**config.mk**
```make
export PLATFORM = sky130hd
export DESIGN_NAME = mps_cell
export DESIGN_NICKNAME = d
export VERILOG_FILES = /design/src/assert_macros.svh /design/src/mps_pkg.sv /design/src/mps_cell.sv
export SDC_FILE = /design/constraint.sdc
export NUM_CORES = 2
export LEC_CHECK = 0
export BUFFER_PORTS_ARGS = -buffer_cell sky130_fd_sc_hd__buf_4
export CAP_MARGIN = 20
export CELL_PAD_IN_SITES_DETAIL_PLACEMENT = 2
export CELL_PAD_IN_SITES_GLOBAL_PLACEMENT = 2
export CORE_MARGIN = 2
export CORE_UTILIZATION = 44
export DETAILED_ROUTE_END_ITERATION = 7
export HOLD_SLACK_MARGIN = 0.06
export PLACE_DENSITY = 0.88
export SLEW_MARGIN = 20
export SYNTH_ARGS = -nofsm -noshare
export SYNTH_HDL_FRONTEND = slang
export SYNTH_SLANG_ARGS = --single-unit
```
**constraint.sdc**
```tcl
create_clock -name clk -period 24.2 [get_ports clk]
set_input_delay 0 -clock clk [delete_from_list [all_inputs] [get_ports clk]]
set_output_delay 0 -clock clk [all_outputs]
set_load 0.005 [all_outputs]
```
**src/assert_macros.svh**
```systemverilog
// ----------------------------------------------------------------------------
// Assertion macros
// Shared concurrent assertion forms, clocked on clk, disabled in reset.
// ----------------------------------------------------------------------------
`ifndef ASSERT_MACROS_SVH
`define ASSERT_MACROS_SVH

// property must hold at every edge out of reset
`define MPS_ASSERT(lbl, prop, msg) \
    lbl: assert property (@(posedge clk) disable iff (!rst_n) (prop)) else $error(msg);

// expression must never be true out of reset
`define MPS_NEVER(lbl, expr, msg) \
    lbl: assert property (@(posedge clk) disable iff (!rst_n) !(expr)) else $error(msg);

`endif

```
**src/mps_pkg.sv**
```systemverilog
// ----------------------------------------------------------------------------
// mps_pkg
// Shared widths, register indexes and the cell control word.
// ----------------------------------------------------------------------------
package mps_pkg;

    localparam int DATA_W          = 32;
    localparam int DIM_W           = 4;
    localparam int EXP_W           = 31;
    localparam int CFG_IDX_W       = 1;
    localparam int DEFAULT_MAX_DIM = 8;

    // configuration register indexes
    localparam logic [CFG_IDX_W-1:0] CFG_DIMENSION = 1'd0;
    localparam logic [CFG_IDX_W-1:0] CFG_EXPONENT  = 1'd1;

    // control word broadcast to every cell
    typedef struct packed {
        logic ident;      // power row := identity row
        logic copy;       // rotating row := base row, restart A index
        logic rotate;     // take neighbor's rotating row
        logic mac;        // issue one multiply-accumulate
        logic mac_first;  // first term of the sum: overwrite accumulator
        logic use_pow;    // left operand is power row (else base row)
        logic wb_pow;     // power row := accumulator
        logic wb_base;    // base row := accumulator
    } cell_ctl_t;

endpackage

```
**src/mps_cell.sv**
```systemverilog
// ----------------------------------------------------------------------------
// mps_cell
// One row cell: holds one row of base, power, rotating and accumulator
// matrices, and multiplies-accumulates one element per cycle.
// ----------------------------------------------------------------------------
module mps_cell #(
    parameter int MAX_DIM = mps_pkg::DEFAULT_MAX_DIM,
    parameter int IDX     = 0,
    parameter int IW      = (MAX_DIM > 1) ? $clog2(MAX_DIM) : 1,
    parameter int NW      = $clog2(MAX_DIM + 1)
) (
    input  logic                                    clk,
    input  logic                                    rst_n,
    input  mps_pkg::cell_ctl_t                      ctl,
    input  logic [NW-1:0]                           n,
    input  logic                                    ld_we,
    input  logic [IW-1:0]                           ld_col,
    input  logic [mps_pkg::DATA_W-1:0]              ld_data,
    input  logic [IW-1:0]                           mac_col,
    input  logic [MAX_DIM-1:0][mps_pkg::DATA_W-1:0] rot_in,
    output logic [MAX_DIM-1:0][mps_pkg::DATA_W-1:0] rot_out,
    output logic [MAX_DIM-1:0][mps_pkg::DATA_W-1:0] pow_out
);
    import mps_pkg::*;

    logic [MAX_DIM-1:0][DATA_W-1:0] base_reg;
    logic [MAX_DIM-1:0][DATA_W-1:0] pow_reg;
    logic [MAX_DIM-1:0][DATA_W-1:0] rot_reg;
    logic [MAX_DIM-1:0][DATA_W-1:0] acc_reg;
    logic [IW-1:0]                  aidx_reg;
    logic [IW-1:0]                  aidx_next;
    logic [DATA_W-1:0]              prod_reg;
    logic [IW-1:0]                  col_d_reg;
    logic                           first_d_reg;
    logic                           valid_d_reg;
    logic [DATA_W-1:0]              a_val;
    logic [DATA_W-1:0]              b_val;

    assign rot_out = rot_reg;
    assign pow_out = pow_reg;

    // operand select
    assign a_val = ctl.use_pow ? pow_reg[aidx_reg] : base_reg[aidx_reg];
    assign b_val = rot_reg[mac_col];

    // A column index walks with the rotation, wrapping at n
    assign aidx_next = ((NW'(aidx_reg) + NW'(1)) == n) ? '0 : aidx_reg + IW'(1);

    // row storage
    always_ff @(posedge clk)
    begin
        for (int c = 0; c < MAX_DIM; c++)
        begin
            if (ctl.ident)
                pow_reg[c] <= (c == IDX) ? DATA_W'(1) : '0;
        end
        if (ctl.wb_pow)
            pow_reg <= acc_reg;
        if (ld_we)
            base_reg[ld_col] <= ld_data;
        if (ctl.wb_base)
            base_reg <= acc_reg;
        if (ctl.copy)
            rot_reg <= base_reg;
        else if (ctl.rotate)
            rot_reg <= rot_in;
        if (ctl.copy)
            aidx_reg <= IW'(IDX);
        else if (ctl.rotate)
            aidx_reg <= aidx_next;
    end

    // multiply stage and accumulate stage
    always_ff @(posedge clk)
    begin
        prod_reg    <= a_val * b_val;
        col_d_reg   <= mac_col;
        first_d_reg <= ctl.mac_first;
        if (valid_d_reg)
            acc_reg[col_d_reg] <= first_d_reg ? prod_reg : acc_reg[col_d_reg] + prod_reg;
    end

    always_ff @(posedge clk or negedge rst_n)
    begin
        if (!rst_n)
            valid_d_reg <= 1'b0;
        else
            valid_d_reg <= ctl.mac;
    end

endmodule

```
==> flow_summary.yaml, run 1 <==
synthesis:
  synthesis.area_um2: 65010
  yosys_warnings: 0
  syn_nets: 5737
  async_flop_share_pct: 0.09398
  synth_most_common_cell: "edfxtp_1"
  synth_flop_cell: "edfxtp_1"
  ys_ff_latch: 1064
  yosys.area.top_type: "edfxtp_1"
  yosys-top-cells-area: "edfxtp_1, fa_1, mux4_2"
  synth_commonest_cells: "edfxtp_1, inv_1, fa_1"
  synth.top_cell.area_share_pct: 47.30
  avgSynthCellArea_um2: 13.36
  yosysUniqueCellTypes: 80
  ys_seq_area_share_pct: 48.54
  postSynthCellCount: 4864
  synth-edff-count: 1024
place:
  place_inst: 7436
  io_buffers: 820
  hpwl_um: 260100
  place.gp.congestion: 1.007
clock_tree:
  holdBufCountCts: 346
  numCtsBuffers: 116
  cts.htree.levels: 3
  clk_path_buf_depth: 3
  cts.sink_count: 1064
  cts_resized: 0
  cts-root-buf: "clkbuf_16"
  cts_setup_buffers: 0
status:
  status: "did not finish"
  error: "[ERROR GRT-0232] Routing congestion too high. Check the congestion heatmap in the GUI."
  stop_stage: "global routing (5_1_grt)"
global_route:
  track_usage_pct: 77.09
  gr-total-overflow: 8
  grt_max_degree: 126
  grt_antenna_before_repair: 172
floorplanning:
  die_h_um: 388.4
  die-width_um: 388.4
  rows: 141
  io_pins: 821
  start_util_pct: 44.18
metrics by stage:
step                      hold slack [ps]  setup WS, ps  instance area [µm²]
after floorplan                    -295.6         15190                65010
after global placement             -222.6         13800                73130
after detailed placement           -209.4         13410                73130
after CTS                           63.71         13360                80400
per-layer routing:
| layer | GRT overflow | global-route usage (%) |
|---|---|---|
| met2 | 2 | 90.38 |
| met4 | 4 | 73.01 |
| met5 | 0 | 57.35 |
| met3 | 2 | 68.89 |
| met1 | 0 | 74.28 |
cells by family after synthesis:
logic type	synth area share [%]
simple gates	8.732
flops	48.54
buf+inv	4.956
mux	14.62
xor+xnor	1.519
fa+ha+maj	15.58
compound gates	6.055
==> run 2: changes to the inputs <==
--- a/config.mk
+++ b/config.mk
@@ -7,13 +7,10 @@
 export LEC_CHECK = 0
 export BUFFER_PORTS_ARGS = -buffer_cell sky130_fd_sc_hd__buf_4
 export CAP_MARGIN = 20
-export CELL_PAD_IN_SITES_DETAIL_PLACEMENT = 2
-export CELL_PAD_IN_SITES_GLOBAL_PLACEMENT = 2
 export CORE_MARGIN = 2
-export CORE_UTILIZATION = 44
+export CORE_UTILIZATION = 40
 export DETAILED_ROUTE_END_ITERATION = 7
-export HOLD_SLACK_MARGIN = 0.06
-export PLACE_DENSITY = 0.88
+export PLACE_DENSITY_LB_ADDON = 0.15
 export SLEW_MARGIN = 20
 export SYNTH_ARGS = -nofsm -noshare
 export SYNTH_HDL_FRONTEND = slang
==> run 2 against run 1 <==
  * The flow now finishes without violations
  * Synthesized cell count is the same
  * Synthesized area is the same
==> flow_summary.yaml, run 2 <==
status:
  status: "complete, no violations"
detailed_routing:
  drtIter0Drc: 6768
  via_per_inst: 5.891
  vias: 48860
  route.final.wire_length_um: 296500
  drc_errors: 0
  firstDrtPassIters: 6
  antenna_left: 0
  drt-wirelength-per-cell_um: 35.75
layout:
  nFillCells: 13970
  nets: 6886
  final_area_um2: 81210
  final_common_cell: "edfxtp_1"
  area_growth_syn_to_layout_pct: 24.92
  final_cell_mix: "edfxtp_1, buf_4, inv_1, fa_1, dlygate4sd3_1"
  drive_gt1_share_pct: 28.07
sta:
  max_freq_mhz: 87.91
  drv_slew: 0
  finalCritPeriodShare_pct: 47.00
  tightest_slew_ps: 1171
  finalCriticalPeriod_ps: 11380
  slew_headroom_pct: 21.93
  fin_tns_setup_ps: 0
  hold_viol: 0
  report.final.setup_viol: 0
  holdWs_ps: 44.44
  skew_ps: 53.44
  rsz0062_at_grt: "false"
  layout_setup_ws_ps: 12820
synthesis:
  yosys-top-cells-area: "edfxtp_1, fa_1, mux4_2"
  ys_ff_latch: 1064
  ys_seq_area_share_pct: 48.54
  async_flop_share_pct: 0.09398
  synth_commonest_cells: "edfxtp_1, inv_1, fa_1"
  synth-edff-count: 1024
  synth.top_cell.area_share_pct: 47.30
  synth_most_common_cell: "edfxtp_1"
  synthesis.area_um2: 65010
  yosysUniqueCellTypes: 80
  yosys.area.top_type: "edfxtp_1"
  postSynthCellCount: 4864
  syn_nets: 5737
  yosys_warnings: 0
  synth_flop_cell: "edfxtp_1"
  avgSynthCellArea_um2: 13.36
critical_path:
  cp_slowest_stage_delay_ps: 830
  critPathCaptureType: "flip-flop"
  cp.required_ps: 24820
  critPathArrivalTime_ps: 12000
  cpMostUsedCell: "fa_1"
  worstSetupPathType: "flip-flop to flip-flop"
  startpoint_type: "flip-flop"
  reg2reg_slack_ps: 12820
  path_max_fanout: 44
  slowest_stage: "dfxtp_4"
place:
  place.gp.congestion: 0.9875
  hpwl_um: 224000
  dp_slack_ps: 12940
  placed_cell_area_um2: 73370
  io_buffers: 820
clock_tree:
  clkLatencyLatePin_ps: 780
  clk_path_buf_depth: 3
  path_clk_slew_ps: 70
  cts_tree: "done"
  cts.sink_count: 1064
  cts.htree.levels: 3
  numCtsBuffers: 117
  cts-root-buf: "clkbuf_16"
floorplanning:
  io_pins: 821
  rows: 147
  die-width_um: 407.1
  die_area_um2: 165800
  core_area_um2: 160900
  start_util_pct: 40.39
  die_h_um: 407.1
global_route:
  grt_pass1_vias: 48010
  gr-total-overflow: 0
  grt_max_degree: 183
  track_usage_pct: 35.12
  grt_first_pass_wirelength_um: 402300
  grt_antenna_before_repair: 79
flow_run:
  cap_viol_max_count: 0
hold_path:
  hold_class: "input pin to async pin"
## run 2: cell counts after synthesis
Identical to the previous run, type by type.
## run 2: final cells by class
cell class / count / area, µm² / share of cell area (%)
Clock inverter: 82 / 817.0 / 1.006
Timing Repair Buffer: 1308 / 10830 / 13.33
Clock buffer: 137 / 3033 / 3.735
Sequential cell: 1064 / 31570 / 38.88
Inverter: 468 / 1764 / 2.172
Multi-Input combinational cell: 3054 / 30440 / 37.48
Tap cell: 2160 / 2703 / 3.328
Antenna cell: 21 / 52.55 / 0.06471
## run 2: cells by family after synthesis
family / count (synthesis) / synth area share (%)
xor+xnor: 107 / 1.519
compound gates: 565 / 6.055
buf+inv: 746 / 4.956
fa+ha+maj: 564 / 15.58
simple gates: 1173 / 8.732
flops: 1064 / 48.54
mux: 645 / 14.62
## run 2: metrics by stage
stage | util (%) | cells
4_1_cts | 50.40 | 8269
5_1_grt | 50.43 | 8277
3_3_place_gp | 45.59 | 7661
3_5_place_dp | 45.59 | 7661
2_1_floorplan | - | 4864
6_report | 50.46 | 8294
## run 2: final timing paths
kind                           endpoint  cells past startpoint    startpoint
max reg2reg                prod_reg[31]                     29   aidx_reg[0]
min reg2reg                pow_out[174]                      1  acc_reg[174]
max                        prod_reg[31]                     29   aidx_reg[0]
min                         valid_d_reg                      3         rst_n
max in group asynchronous   valid_d_reg                      3         rst_n
min in group clk           rot_out[109]                      3   rot_in[109]
## run 2: routing by layer
| metal | wire, µm | GRT usage (%) | part of all wire, % |
|---|---|---|---|
| met1 | 117300 | 48.49 | 40 |
| met4 | 10160 | 11.09 | 3.4 |
| met5 | 272 | 0 | 0.092 |
| met3 | 42390 | 13.84 | 14 |
| met2 | 126400 | 50.64 | 43 |
## run 2: timing repair
item	4_1_cts	5_1_grt
endpoints found under the hold margin	538	0
buffers inserted	0	0
gates resized for setup	0	0
hold buffers	389	0
## run 2: critical path: cells and delay by family, from the launching register on
family                   cells  cell delay, ps
AO/OA/AOI/OAI                7            2510
XOR/XNOR                     1             470
adder cells (fa/ha/maj)      9            4370
buffers and inverters        6            1740
flip-flops                   1             830
multiplexers                 1             600
AND/OR/NAND/NOR              5             650
Power of run 2 is left out: the tool's default activity adds up to more than one toggle a clock period on the data nets, which glitch-free logic cannot reach.
